## config.mk

```make
export PLATFORM = sky130hd
export DESIGN_NAME = longest_diagonal_run
export DESIGN_NICKNAME = d
export VERILOG_FILES = /design/src/lgdr_pkg.sv /design/src/longest_diagonal_run.sv /design/src/lgdr_core.sv
export SDC_FILE = /design/constraint.sdc
export NUM_CORES = 1
export LEC_CHECK = 0
export ABC_AREA = 1
export BUFFER_PORTS_ARGS = -buffer_cell sky130_fd_sc_hd__buf_2
export CORE_MARGIN = 1
export CORE_UTILIZATION = 45
export CTS_CLUSTER_SIZE = 20
export DETAILED_ROUTE_END_ITERATION = 10
export GPL_TIMING_DRIVEN = 0
export MAX_ROUTING_LAYER = met4
export SYNTH_ARGS = -nofsm -noshare
export SYNTH_HDL_FRONTEND = slang
export SYNTH_SLANG_ARGS = --single-unit
export TNS_END_PERCENT = 10
```

## constraint.sdc

```tcl
create_clock -name clock -period 10.53 [get_ports clock]
set_clock_uncertainty 0.05 [all_clocks]
set_input_delay 2.106 -clock clock [delete_from_list [all_inputs] [get_ports clock]]
set_output_delay 2.106 -clock clock [all_outputs]
set_load 0.01 [all_outputs]
```

## src/lgdr_pkg.sv

```systemverilog
`default_nettype none

package lgdr_pkg;

   localparam int RUN_W = 4;
   localparam int SIDE_W = 4;
   localparam int MAX_SIDE_DEFAULT = 8;

   typedef logic [RUN_W-1:0] run_type;
   typedef logic [SIDE_W-1:0] side_type;

   localparam side_type SIDE_RESET = side_type'(5);

   typedef struct packed {
      logic step;
      logic clear;
      logic cell_bit;
   } core_ctrl_type;

   typedef struct packed {
      logic    last;
      run_type best;
   } core_status_type;

endpackage

`default_nettype wire

```

## src/longest_diagonal_run.sv

```systemverilog
// A request's cell is registered at acceptance and processed from that register; the result of
// the last cell of a matrix enters the output register when that cell is processed and stays
// there until it is taken. Throughput: one request per cycle while no side length write is
// pending; only the last cell of a matrix waits for a held result.
// Reset clears the counters, line stores, running maximum and both valid flags and sets
// the side length to 5; a side length write clears the matrix state the same way.
`default_nettype none

module longest_diagonal_run #(
   parameter int MAX_SIDE = lgdr_pkg::MAX_SIDE_DEFAULT
) (
   input  wire logic                clock,
   input  wire logic                reset,
   input  wire logic                req_valid,
   output logic                     req_ready,
   input  wire logic                req_cell_bit,
   output logic                     rsp_valid,
   input  wire logic                rsp_ready,
   output lgdr_pkg::run_type        rsp_longest_run,
   input  wire logic                csr_valid,
   output logic                     csr_ready,
   input  wire lgdr_pkg::side_type  csr_side_length
);

   lgdr_pkg::side_type        side_ff, side_in;
   logic                      valid_ff, valid_in;
   logic                      cell_ff, cell_in;
   logic                      rsp_valid_ff, rsp_valid_in;
   lgdr_pkg::run_type         longest_run_ff, longest_run_in;
   lgdr_pkg::core_ctrl_type   ctrl;
   lgdr_pkg::core_status_type status;
   logic                      proceed, csr_write, req_take;

   assign csr_ready = 1'b1;
   assign csr_write = csr_valid && csr_ready;

   assign proceed   = valid_ff && (!status.last || !rsp_valid_ff || rsp_ready);
   assign req_ready = (!valid_ff || proceed) && !csr_valid;
   assign req_take  = req_valid && req_ready;

   assign ctrl.step     = proceed && !csr_write;
   assign ctrl.clear    = csr_write;
   assign ctrl.cell_bit = cell_ff;

   lgdr_core #(
      .MAX_SIDE (MAX_SIDE)
   ) u_core (
      .clock  (clock),
      .reset  (reset),
      .side   (side_ff),
      .ctrl   (ctrl),
      .status (status)
   );

   always_comb begin
      side_in        = side_ff;
      valid_in       = valid_ff;
      cell_in        = cell_ff;
      rsp_valid_in   = rsp_valid_ff;
      longest_run_in = longest_run_ff;
      if (rsp_valid_ff && rsp_ready) begin
         rsp_valid_in = 1'b0;
      end
      if (csr_write) begin
         side_in  = csr_side_length;
         valid_in = 1'b0;
      end else begin
         if (proceed) begin
            valid_in = 1'b0;
            if (status.last) begin
               rsp_valid_in   = 1'b1;
               longest_run_in = status.best;
            end
         end
         if (req_take) begin
            valid_in = 1'b1;
            cell_in  = req_cell_bit;
         end
      end
   end

   always_ff @(posedge clock) begin
      if (reset) begin
         side_ff      <= lgdr_pkg::SIDE_RESET;
         valid_ff     <= 1'b0;
         rsp_valid_ff <= 1'b0;
      end else begin
         side_ff      <= side_in;
         valid_ff     <= valid_in;
         rsp_valid_ff <= rsp_valid_in;
      end
      cell_ff        <= cell_in;
      longest_run_ff <= longest_run_in;
   end

   assign rsp_valid       = rsp_valid_ff;
   assign rsp_longest_run = longest_run_ff;

endmodule

`default_nettype wire

```

## src/lgdr_core.sv

```systemverilog
`default_nettype none

module lgdr_core #(
   parameter int MAX_SIDE = lgdr_pkg::MAX_SIDE_DEFAULT
) (
   input  wire logic                     clock,
   input  wire logic                     reset,
   input  wire lgdr_pkg::side_type       side,
   input  wire lgdr_pkg::core_ctrl_type  ctrl,
   output lgdr_pkg::core_status_type     status
);

   // Runs never exceed the effective side, which the 4-bit register caps at 15.
   localparam int LINE_DEPTH = (MAX_SIDE < 15) ? MAX_SIDE : 15;
   localparam int IDX_W = (LINE_DEPTH > 1) ? $clog2(LINE_DEPTH) : 1;
   localparam lgdr_pkg::side_type DEPTH_LIMIT = lgdr_pkg::side_type'(LINE_DEPTH);

   lgdr_pkg::side_type n;
   lgdr_pkg::side_type col_ff, col_in, row_ff, row_in;
   lgdr_pkg::side_type col_plus;
   lgdr_pkg::run_type  dr_ff [LINE_DEPTH];
   lgdr_pkg::run_type  dr_in [LINE_DEPTH];
   lgdr_pkg::run_type  dl_ff [LINE_DEPTH];
   lgdr_pkg::run_type  dl_in [LINE_DEPTH];
   lgdr_pkg::run_type  saved_ff, saved_in, best_ff, best_in;
   lgdr_pkg::run_type  upper_left, upper_right, dr, dl, best_step;
   logic [IDX_W-1:0]   idx, idx_right;
   logic               col_last, row_last, matrix_last, wipe;

   always_comb begin
      if (side == '0) begin
         n = lgdr_pkg::side_type'(1);
      end else if (side > DEPTH_LIMIT) begin
         n = DEPTH_LIMIT;
      end else begin
         n = side;
      end
   end

   assign col_plus    = col_ff + lgdr_pkg::side_type'(1);
   assign idx         = col_ff[IDX_W-1:0];
   assign idx_right   = col_plus[IDX_W-1:0];
   assign col_last    = ({1'b0, col_ff} + 5'd1) >= {1'b0, n};
   assign row_last    = ({1'b0, row_ff} + 5'd1) >= {1'b0, n};
   assign matrix_last = col_last && row_last;

   assign upper_left  = (col_ff != '0) ? saved_ff : '0;
   assign upper_right = (!col_last) ? dl_ff[idx_right] : '0;
   assign dr = ctrl.cell_bit ? upper_left + lgdr_pkg::run_type'(1) : '0;
   assign dl = ctrl.cell_bit ? upper_right + lgdr_pkg::run_type'(1) : '0;

   always_comb begin
      best_step = best_ff;
      if (dr > best_step) begin
         best_step = dr;
      end
      if (dl > best_step) begin
         best_step = dl;
      end
   end

   assign status.last = matrix_last;
   assign status.best = best_step;

   assign wipe = ctrl.clear || (ctrl.step && matrix_last);

   always_comb begin
      col_in   = col_ff;
      row_in   = row_ff;
      saved_in = saved_ff;
      best_in  = best_ff;
      dr_in    = dr_ff;
      dl_in    = dl_ff;
      if (wipe) begin
         col_in   = '0;
         row_in   = '0;
         saved_in = '0;
         best_in  = '0;
         for (int i = 0; i < LINE_DEPTH; i++) begin
            dr_in[i] = '0;
            dl_in[i] = '0;
         end
      end else if (ctrl.step) begin
         best_in    = best_step;
         dr_in[idx] = dr;
         dl_in[idx] = dl;
         if (col_last) begin
            col_in   = '0;
            row_in   = row_ff + lgdr_pkg::side_type'(1);
            saved_in = '0;
         end else begin
            col_in   = col_plus;
            saved_in = dr_ff[idx];
         end
      end
   end

   always_ff @(posedge clock) begin
      if (reset) begin
         col_ff   <= '0;
         row_ff   <= '0;
         saved_ff <= '0;
         best_ff  <= '0;
         for (int i = 0; i < LINE_DEPTH; i++) begin
            dr_ff[i] <= '0;
            dl_ff[i] <= '0;
         end
      end else begin
         col_ff   <= col_in;
         row_ff   <= row_in;
         saved_ff <= saved_in;
         best_ff  <= best_in;
         dr_ff    <= dr_in;
         dl_ff    <= dl_in;
      end
   end

endmodule

`default_nettype wire

```

==> results of run 1 <==
[path summary, 6_finish.rpt]
| check | start | to |
|---|---|---|
| worst min register to register | u_core.dr_ff[11]$_SDFFE_PP0P_ | u_core.dr_ff[11]$_SDFFE_PP0P_ |
| worst min-delay path | u_core.dr_ff[11]$_SDFFE_PP0P_ | u_core.dr_ff[11]$_SDFFE_PP0P_ |
| worst max-delay path | u_core.col_ff[0]$_SDFFE_PP0P_ | req_ready |
| worst max register to register | u_core.col_ff[0]$_SDFFE_PP0P_ | u_core.best_ff[2]$_SDFFE_PP0P_ |
[worst max-delay path: cells and delay by family, from the launching register on]
kind | cells | cell delay [ps]
buf+inv | 8 | 1000
simple gates | 7 | 720
fa+ha+maj | 2 | 630
flops | 1 | 410
[where the power goes]
part	total, mW	switching (mW)	internal [mW]
combinational	0.0544	0.0384	0.0160
clock	0.265	0.129	0.136
sequential	0.351	0.00123	0.349
[layer usage]
layer	up-vias	global-route usage	part of all wire
li1	2309	-	-
met1	2086	0.320	0.49
met2	86	0.393	0.46
met3	13	0.0559	0.041
met4	0	0.0705	0.011
met5	-	-	0
[registers in the layout, summed over array words and instances (netlist names)]
register / flops
valid_ff: 1
u_core.row_ff: 4
u_core.saved_ff: 4
side_ff: 4
u_core.dr_ff: 32
rsp_longest_run: 4
u_core.best_ff: 4
cell_ff: 1
rsp_valid: 1
u_core.col_ff: 4
u_core.dl_ff: 32
[logic make-up after synthesis]
kind of cell | Yosys count | share of synthesized area
adders and majority gates | 21 | 0.0530
xor gates and xnor gates | 4 | 0.0109
and+or+nand+nor | 294 | 0.277
buffers and inverters | 120 | 0.114
AOI/OAI and AO/OA | 161 | 0.167
other | 1 | 0.000756
DFF | 91 | 0.377
[cell type report]
cell class	instances	area, um2
plain buffers	30	228
flip-flops and latches	91	1870
well taps	136	170
repair buffers	15	75.1
clock inverters	3	43.8
fillers	1048	5080
clock buffers	13	179
multi-input cells	481	2520
inverters	90	338
[synthesized netlist by cell type, drive strengths merged]
cell / number / share of area
a211oi: 1 / 0.0015
a21boi: 1 / 0.0015
ha: 21 / 0.053
or2: 2 / 0.0025
inv: 87 / 0.066
nand2: 196 / 0.15
o21ai: 50 / 0.052
o211ai: 1 / 0.0015
buf: 28 / 0.044
a21o: 1 / 0.0015
nand3: 57 / 0.079
nor2: 29 / 0.024
clkinv: 3 / 0.0023
nand4: 9 / 0.016
dfxtp: 86 / 0.35
xor2: 4 / 0.011
edfxtp: 5 / 0.030
o21a: 1 / 0.0015
a221oi: 1 / 0.0018
conb: 1 / 0.00076
clkbuf: 2 / 0.0023
a21oi: 105 / 0.11
and2: 1 / 0.0013
[per-stage QoR]
stage / instances / power (mW) / instance area [um2] / setup slack [ps] / util
floorplan: 692 / 0.397 / 4960 / 5520 / -
global placement: 843 / 0.411 / 5200 / 5270 / 0.495
detailed placement: 843 / 0.413 / 5200 / 5250 / 0.495
CTS: 859 / 0.674 / 5430 / 5220 / 0.516
global route: 859 / 0.693 / 5430 / 5050 / 0.516
finish: 859 / 0.670 / 5430 / 5230 / 0.516
==> results summary, run 1 <==
After synthesis, the netlist uses 40 different library cells. After detailed routing, the average wire length per cell comes to 15.2 um. The synthesized design contains 91 register bits. The final weighted congestion in routability-driven placement came out at 0.852. The number of global-route vias before repair is 4079.

Setup violations remaining at the end of the flow were counted as 0. The number of buffers inserted by hold repair at cts came out at 0. The average instance area after synthesis is 7.17 um2. The count of cells along the worst register-to-register path came out at 31. The data arrival at the endpoint of the critical path is 3140 ps. Setup repair after global routing left no endpoint under its margin. The number of DRC violations after detailed routing is 0.

In this run the horizontal extent of the chip is 107 um. From bottom edge to top edge, the die measures 107 um. For this run, the register share of the synthesized area comes to 0.377. The starting utilization of the core area came out at 0.472. On the final layout, the worst hold slack is 406 ps.

Summed over all layers, the global routing overflow is 0. Leaving out fill and tap cells, the most frequent cell in the layout is sky130_fd_sc_hd__nand2_1. Synthesis produced a netlist whose cell count is 692.

Of the available clock period, the critical path in the final layout requires 0.503. The total routing resource utilization after global routing is 0.249. The worst hold path depth came out at 2. The number of design-rule violations left by the first detailed-router iteration came out at 253.

The number of rows created at floorplan is 37. The total die area came out at 11400 um2. Once the clock tree was built, the setup fixing pass inserted 0 buffers. The max-cap violation count is 0. The leakage dissipation came out at 2.22 nW. The required time reported for the critical path endpoint came out at 8370 ps. After clock tree synthesis, the repair step resized 0 gates. The final-layout setup total negative slack is 0 ps. On the critical path, the stage with the largest delay is an instance of sky130_fd_sc_hd__dfxtp_1. Once detail routing completed, the nets flagged for antenna violations numbered 0. The number of iterations in the first detailed-routing pass came out at 6. The post-layout net count came out at 749. The number of buffers added by the clock tree synthesis step is 9. Counting every net in the synthesized netlist gives 723. STA classifies the critical path startpoint as a register.

The routed wire length is 13.1 mm. The number of buffers between clock root and the deepest sink came out at 2. The number of hold violations in the final report is 0. The area growth from synthesis to layout came out at 9.44%. The internal reg-to-reg setup slack is 5550 ps. The HPWL after detailed placement came out at 9.80 mm.

Leaving out fill and tap cells, the most frequent cells in the layout are 188 x sky130_fd_sc_hd__nand2_1, 105 x sky130_fd_sc_hd__a21oi_1, 86 x sky130_fd_sc_hd__dfxtp_1, 77 x sky130_fd_sc_hd__inv_1, 43 x sky130_fd_sc_hd__nand3_1. The count of input and output buffers came out at 15. Subtracting the final worst setup slack from the clock period gives 5300 ps.

The number of antenna violations at the first check in global routing came out at 0. In the final layout, the share of cells above drive strength 1 is 0.138. The count of vias placed by the detailed router is 4494. The worst-case headroom to the max-slew limit is 0.511. Summing every instance area after synthesis gives 4960 um2. Traced cell by cell, the critical path runs through buf_6 > inv_2 > buf_4 > buf_2 > ha_1 > ha_1 > nand3_1 > nand2_1 > nand2_1 > nand2_4 > nand3_4 > buf_12 > nor2_1 > inv_1 > nand2_1 > inv_1 > buf_2. The power per standard cell area came out at 123 nW/um2.

The largest fanout on the critical path came out at 10. The clock slew seen by the registers of the worst setup and hold paths is 80 ps. The first global-routing pass estimated 20.9 mm of wire. The cell that appears most often on the critical path is sky130_fd_sc_hd__nand2_1.

The worst setup path category is reg2out. The final-report max-slew violation count is 0. The tightest min-delay check is of the reg2reg type. Entering global routing, the biggest net connects 15 pins. The floorplan core area came out at 10500 um2. The total number of yosys warnings came out at 0. The total I/O pin count is 17. The clock reaches the later pin of the worst-skew pair after 380 ps. The delay of the slowest critical-path stage is 410 ps.

Static timing analysis puts the maximum clock frequency at 189 MHz. 0 antenna diodes ended up in the layout. The clock sink count is 91. The flow ran to the end, and the final reports show no timing, DRC or antenna violations. The average via count per standard cell came out at 5.23.

The pin slew with the least headroom to its limit is 733 ps. The H-tree was split into 3 levels. IR analysis of the VDD net gives a maximum drop of 0.0823 mV. The cell at the root of the clock tree is sky130_fd_sc_hd__clkbuf_8.

STA classifies the critical path endpoint as a primary output. TritonCTS built the clock tree.
No activity file was read; power rests on OpenSTA's default activity.
==> run 2: changes to the inputs <==
Clock period 10.53 ns to 5.4 ns, I/O delays scaled along.
==> run 2 against run 1 <==
Net effect:
- sequential cell count unchanged
- via count did not move
- cell area about the same
- power grew 95%
- non-clock buffer count unchanged
- largest cell class unchanged
- global-route usage unchanged
- setup slack got worse by 4800 ps
- final cell count unchanged
- wire length is essentially flat
- sequential share of layout area is essentially flat
- sequential power increased by 95%
==> results summary, run 2 (synthesized netlist as in run 1, its figures left out) <==
The final-layout setup total negative slack is 0 ps (unchanged). The flow ran to the end, and the final reports show no timing, DRC or antenna violations. The clock period minus worst slack is 4980 ps. The path category of the worst min-delay check is reg2reg. The number of design-rule violations left by the first detailed-router iteration came to 251 (-0.79%). The leakage dissipation came out at 2.22 nW (-0.12%). The HPWL after detailed placement is 9.80 mm (unchanged). The setup-violating endpoint count in the final report is 0 (unchanged). The delay of the slowest critical-path stage was 440 ps (+30 ps). The area growth from synthesis to layout is 9.51% (about the same). The antenna violation net count after detailed routing is 0 (unchanged). The clock slew seen by the registers of the worst setup and hold paths was 90 ps (about the same). The largest fanout on the critical path came out at 10 (unchanged). The sequential share of power is 0.524 (about the same).

For this design, the slowest cell found on the critical path is sky130_fd_sc_hd__ha_1. The number of rows created at floorplan was 37 (unchanged). The CTS tree is done.

The starting utilization of the core area is 0.472 (unchanged). The required time reported for the critical path endpoint came out at 5630 ps (-2740 ps). The leftover overflow at the end of global routing came to 0 (unchanged).

The wire length of the first global-routing pass was 20.9 mm (unchanged). The largest registers in the layout are u_core.dl_ff x32, u_core.dr_ff x32. The die width came out at 107 um (unchanged).

The largest net degree at the start of global routing is 15 (unchanged). The number of antenna violations at the first check in global routing is 0 (unchanged). The deepest level of the CTS H-tree is 3 (unchanged). The total die area is 11400 um2 (unchanged). The critical path is of the reg2reg type. The worst hold path depth came out at 2 (unchanged). The cell area reported after detailed placement is 5200 um2 (unchanged). The worst-case headroom to the max-slew limit came out at 0.500 (-0.0117).

The power per standard cell area was 241 nW/um2 (+95%). The combined buffer and inverter count along the critical path came to 12 (+4). The internal power of the cells came out at 0.977 mW (+95%).

The buffer count from post-CTS setup fixing was 0 (unchanged). The final cell count without fillers came out at 859 (unchanged). The final weighted congestion in routability-driven placement is 0.852 (unchanged). The number of iterations in the first detailed-routing pass is 5 (-1). The later-pin clock latency in the skew report is 380 ps (about the same).

The routed length per placed instance came out at 15.2 um (about the same). The total I/O pin count came out at 17 (unchanged). The routed wire length was 13.1 mm (about the same). The number of buffers between clock root and the deepest sink came out at 2 (unchanged). The total routing resource utilization after global routing came out at 0.249 (unchanged).

The fraction of the core area covered by cells at the end of the flow is 0.517 (about the same). The floorplan core area came out at 10500 um2 (unchanged). The cell that appears most often on the critical path is sky130_fd_sc_hd__nand2_1.

The count of cells along the worst register-to-register path is 31 (unchanged). The final-report max-slew violation count is 0 (unchanged). The tree is rooted in a sky130_fd_sc_hd__clkbuf_8. STA classifies the critical path startpoint as a register.

The final instance area is 5430 um2 (about the same). Grouping stages by cell kind, the critical path spends the most delay in buffers and inverters. The number of buffers inserted by hold repair at cts is 0 (unchanged). The count of fill cells added during filler insertion is 1048 (unchanged). The net load switching power is 0.329 mW (+95%). The data arrival at the endpoint of the critical path is 5210 ps (+2070 ps). Leaving out fill and tap cells, the most frequent cells in the layout are 188 x sky130_fd_sc_hd__nand2_1, 105 x sky130_fd_sc_hd__a21oi_1, 86 x sky130_fd_sc_hd__dfxtp_1, 77 x sky130_fd_sc_hd__inv_1, 43 x sky130_fd_sc_hd__nand3_1.

The combinational group share of total power is 0.081 (about the same). The count of vias placed by the detailed router is 4494 (unchanged). The clock sink count is 91 (unchanged).

The max-cap violation count is 0 (unchanged). The die outline height is 107 um (unchanged). The library cell used most frequently in the layout, excluding fill and tap cells, is sky130_fd_sc_hd__nand2_1. The number of buffers added by the clock tree synthesis step came out at 9 (unchanged). The switching power share of the total is 0.252 (about the same). The cell count after placement is 843 (unchanged). The count of input and output buffers came to 15 (unchanged).

Based on the critical path, the design can be clocked at up to 201 MHz. The peak supply drop was 0.160 mV (+95%). Dividing the final minimum period by the clock period gives 0.922. The number of global-route vias before repair is 4079 (unchanged). The average via count per standard cell came out at 5.23 (unchanged). The number of antenna repair diodes is 0 (unchanged). The fraction of layout cells with a size suffix above 1 came to 0.140 (+0.00138). Setup repair after global routing left no endpoint under its margin. The depth of the critical timing path with buffers and inverters included came out at 31 (+14).

The pin slew with the least headroom to its limit is 751 ps (+17.6 ps). The number of hold violations in the final report is 0 (unchanged). The worst setup path is captured at a register. The number of DRC violations after detailed routing is 0 (unchanged). The post-layout net count came out at 749 (unchanged).

The part of the total power dissipated in the clock network is 0.395 (about the same).
## run 2: changes by cell type in the layout (fill, tap and decap cells not counted)
cell	change
sky130_fd_sc_hd__clkinvlp_4	+1
sky130_fd_sc_hd__clkinv_1	-1
## run 2: per-stage QoR
step	hold WS, ps	worst slack (ps)	power [mW]
6_report	406	421	1.31
5_1_grt	427	1.13	1.35
4_1_cts	409	438	1.31
3_5_place_dp	397	456	0.805
3_3_place_gp	393	539	0.802
2_1_floorplan	374	1440	0.774
## run 2: path summary, 6_finish.rpt
| kind | start | slack, ps | to |
|---|---|---|---|
| hold reg to reg | u_core.dr_ff[11]$_SDFFE_PP0P_ | 410 | u_core.dr_ff[11]$_SDFFE_PP0P_ |
| setup reg to reg | u_core.col_ff[0]$_SDFFE_PP0P_ | 420 | u_core.best_ff[2]$_SDFFE_PP0P_ |
| hold / removal | u_core.dr_ff[11]$_SDFFE_PP0P_ | 410 | u_core.dr_ff[11]$_SDFFE_PP0P_ |
| setup / recovery | u_core.col_ff[0]$_SDFFE_PP0P_ | 420 | u_core.best_ff[2]$_SDFFE_PP0P_ |
## run 2: repair_timing
item	4_1_cts	5_1_grt
resized for setup	0	1
endpoints found under the hold margin	0	0
endpoints found under the setup margin	0	1
## run 2: power groups by stage
stage,logic [mW],clock network [mW],registers (mW)
after floorplan,0.0746,0,0.699
after global placement,0.103,0,0.700
after detailed placement,0.106,0,0.700
after CTS,0.106,0.524,0.684
after global routing,0.119,0.549,0.685
final,0.106,0.516,0.684
## run 2: cell type report
type,count,area [um2],share of cell area
buffer,30,228,0.0419
clock buffer,13,179,0.0329
clock inverter,3,43.8,0.00806
inverter,90,342,0.0629
multi-input combinational,481,2520,0.464
sequential,91,1870,0.345
tap,136,170,0.0313
timing repair buffer,15,75.1,0.0138
## run 2: worst min-delay path, delay by kind of cell, from the launching register on
kind / cells / cell delay, ps
compound gates: 1 / 60
buf+inv: 1 / 60
flops: 1 / 300
## run 2: metal layers
metal / GRT usage / share of wire / up-vias
met2: 0.393 / 0.46 / 88
li1: - / - / 2309
met1: 0.320 / 0.49 / 2087
met3: 0.0559 / 0.041 / 10
met5: - / 0 / -
met4: 0.0705 / 0.010 / 0
==> run 3: changes to the inputs <==
Settings changed: PLACE_DENSITY_LB_ADDON from default to 0.2.
==> run 3 against run 2 <==
Net effect:
- die area stayed put
- cell area shrank 0.18%
- largest cell class unchanged
- final cell count unchanged
- global-route usage rose by 0.12 points
- via count rose by 1.8%
- setup slack better by 71 ps
- combinational power barely moved
- register-to-register slack improved by 70 ps
- sequential power about the same
- non-clock buffer count is the same
- critical path depth shrank 6
==> results summary, run 3 (synthesized netlist as in run 1, its figures left out) <==
The number of global-route vias before repair is 4307 (+5.6%). The count of input and output buffers is 15 (unchanged). The buffer count from post-CTS setup fixing came out at 0 (unchanged). The number of rows created at floorplan came out at 37 (unchanged).

The total routing resource utilization after global routing came out at 0.250 (+0.00124). The power per standard cell area came out at 239 nW/um2 (-0.81%). The flow ran to the end, and the final reports show no timing, DRC or antenna violations.

The largest fanout on the critical path came to 10 (unchanged). In the layout the commonest cells are 188 x sky130_fd_sc_hd__nand2_1, 105 x sky130_fd_sc_hd__a21oi_1, 86 x sky130_fd_sc_hd__dfxtp_1, 77 x sky130_fd_sc_hd__inv_1, 43 x sky130_fd_sc_hd__nand3_1. The routed length per placed instance is 15.3 um (+0.41%). The count of cells along the worst register-to-register path is 25 (-19%).

The die outline height is 107 um (unchanged). In the final layout, the registers with the most flip-flops are u_core.dl_ff x32, u_core.dr_ff x32. The tightest min-delay check is of the reg2reg type. The total die area is 11400 um2 (unchanged).

The max-cap violation count is 0 (unchanged). The total I/O pin count is 17 (unchanged). The routed wire length came out at 13.1 mm (+0.41%). The final weighted congestion in routability-driven placement was 0.889 (+4.3%). The antenna violation net count after detailed routing is 0 (unchanged).

In this run the worst setup path begins at u_core.col_ff[0]$_SDFFE_PP0P_. The cell at the root of the clock tree is sky130_fd_sc_hd__clkbuf_8. The fraction of the core area covered by cells at the end of the flow came out at 0.516 (-0.000952). The worst register-to-register path begins at u_core.col_ff[0]$_SDFFE_PP0P_. The largest net degree at the start of global routing is 15 (unchanged). The worst hold slack after final layout was 405 ps (-1.13 ps). The peak supply drop is 0.157 mV (-2.1%). The clock slew seen by the registers of the worst setup and hold paths came out at 90 ps (about the same). In this run the critical register-to-register path is captured at u_core.best_ff[2]$_SDFFE_PP0P_.

The setup-violating endpoint count in the final report is 0 (unchanged). The CTS tree is done. Setup repair after global routing left no endpoint under its margin. The HPWL after detailed placement is 9.78 mm (-0.15%).

The floorplan core area was 10500 um2 (unchanged). The number of buffers added by the clock tree synthesis step is 9 (unchanged). The clock period minus worst slack was 4910 ps (-71.5 ps). The delay of the slowest critical-path stage came out at 620 ps (+180 ps). The number of antenna repair diodes came out at 0 (unchanged). The number of iterations in the first detailed-routing pass is 4 (-1). The internal reg-to-reg setup slack was 490 ps (+70 ps). The later-pin clock latency in the skew report is 370 ps (about the same). The number of DRC violations after detailed routing came out at 0 (unchanged). The required time reported for the critical path endpoint is 5620 ps (about the same). The final clock period utilization by the worst path was 0.909 (-0.0132). The startpoint identified for the worst hold timing path is u_core.dr_ff[27]$_SDFFE_PP0P_.

The final cell count without fillers came out at 859 (unchanged). The wire length of the first global-routing pass is 21.4 mm (+2.4%). The deepest level of the CTS H-tree came out at 3 (unchanged). The final-report max-slew violation count was 0 (unchanged). The pin slew with the least headroom to its limit came to 781 ps (+30.0 ps). The worst setup path is captured at a register.

The worst hold path depth came out at 2 (unchanged). The final instance area came out at 5420 um2 (-0.18%). The starting utilization of the core area came out at 0.472 (unchanged). The path with the worst hold slack has its endpoint at u_core.dr_ff[27]$_SDFFE_PP0P_.

The clock sink count is 91 (unchanged). The cell count after placement came to 843 (unchanged). The final-layout setup total negative slack was 0 ps (unchanged). The number of buffers between clock root and the deepest sink is 2 (unchanged). The number of antenna violations at the first check in global routing is 0 (unchanged). The maximum clock rate came out at 204 MHz (+1.5%).

The data arrival at the endpoint of the critical path came to 5130 ps (-80 ps). The cell with the largest stage delay on the worst path is sky130_fd_sc_hd__a21oi_1. The number of hold violations in the final report is 0 (unchanged). The area growth from synthesis to layout came out at 9.31%. In this design, the critical path's most frequently occurring cell is sky130_fd_sc_hd__nand2_1.

The cell area reported after detailed placement is 5200 um2 (unchanged). The die width came to 107 um (unchanged). The post-layout net count came out at 749 (unchanged). The leakage dissipation is 2.21 nW (-0.65%).

The library cell used most frequently in the layout, excluding fill and tap cells, is sky130_fd_sc_hd__nand2_1. The number of design-rule violations left by the first detailed-router iteration is 338 (+35%). The average via count per standard cell came out at 5.32 (+1.8%). The worst setup path is launched from a register. The fraction of layout cells with a size suffix above 1 came out at 0.138 (-0.00138). The critical path in this run is classified as reg2reg.

The leftover overflow at the end of global routing is 0 (unchanged). The worst-case headroom to the max-slew limit is 0.480 (-0.0200). The count of vias placed by the detailed router came out at 4573 (+1.8%).
==> run 3: cell type report <==
type	instances	area (um2)
Tap cell	136	170
Clock buffer	11	131
Timing Repair Buffer	15	75.1
Multi-Input combinational cell	481	2520
Buffer	30	228
Sequential cell	91	1870
Clock inverter	5	77.6
Inverter	90	345
Fill cell	1012	5090
==> run 3: where the power goes <==
group	internal (mW)	switching, mW
clock network	0.260	0.242
logic	0.0315	0.0759
registers	0.681	0.00243
==> run 3: repair_timing <==
item,in CTS,in global routing
resized for setup,0,3
hold buffers,0,0
endpoints found under the setup margin,0,4
==> run 3: metrics by stage <==
stage	setup WS, ps	power [mW]
5_1_grt	34.6	1.35
4_1_cts	380	1.31
6_report	493	1.29
3_5_place_dp	397	0.806
3_3_place_gp	558	0.802
2_1_floorplan	1440	0.774
==> run 3: worst max path at each step <==
stage	to	slack, ps	depth (start not counted)
floorplan	u_core.best_ff[2]$_SDFFE_PP0P_	1440	31
global placement	u_core.best_ff[2]$_SDFFE_PP0P_	560	31
detailed placement	u_core.best_ff[2]$_SDFFE_PP0P_	400	31
CTS	u_core.best_ff[2]$_SDFFE_PP0P_	380	31
global route	u_core.best_ff[2]$_SDFFE_PP0P_	30	33
finish	u_core.best_ff[2]$_SDFFE_PP0P_	490	25
==> run 3: critical path: cells and delay by family, from the launching register on <==
family	cells	cell delay [ps]
AO/OA/AOI/OAI	3	940
adder cells (fa/ha/maj)	4	1310
buffers and inverters	9	1250
flip-flops	1	440
AND/OR/NAND/NOR	9	820
==> run 3: per-layer routing <==
metal / GRT usage / wire (um)
met1: 0.316 / 6040
met2: 0.408 / 6090
met3: 0.0426 / 746
met4: 0.0802 / 266
met5: - / 0
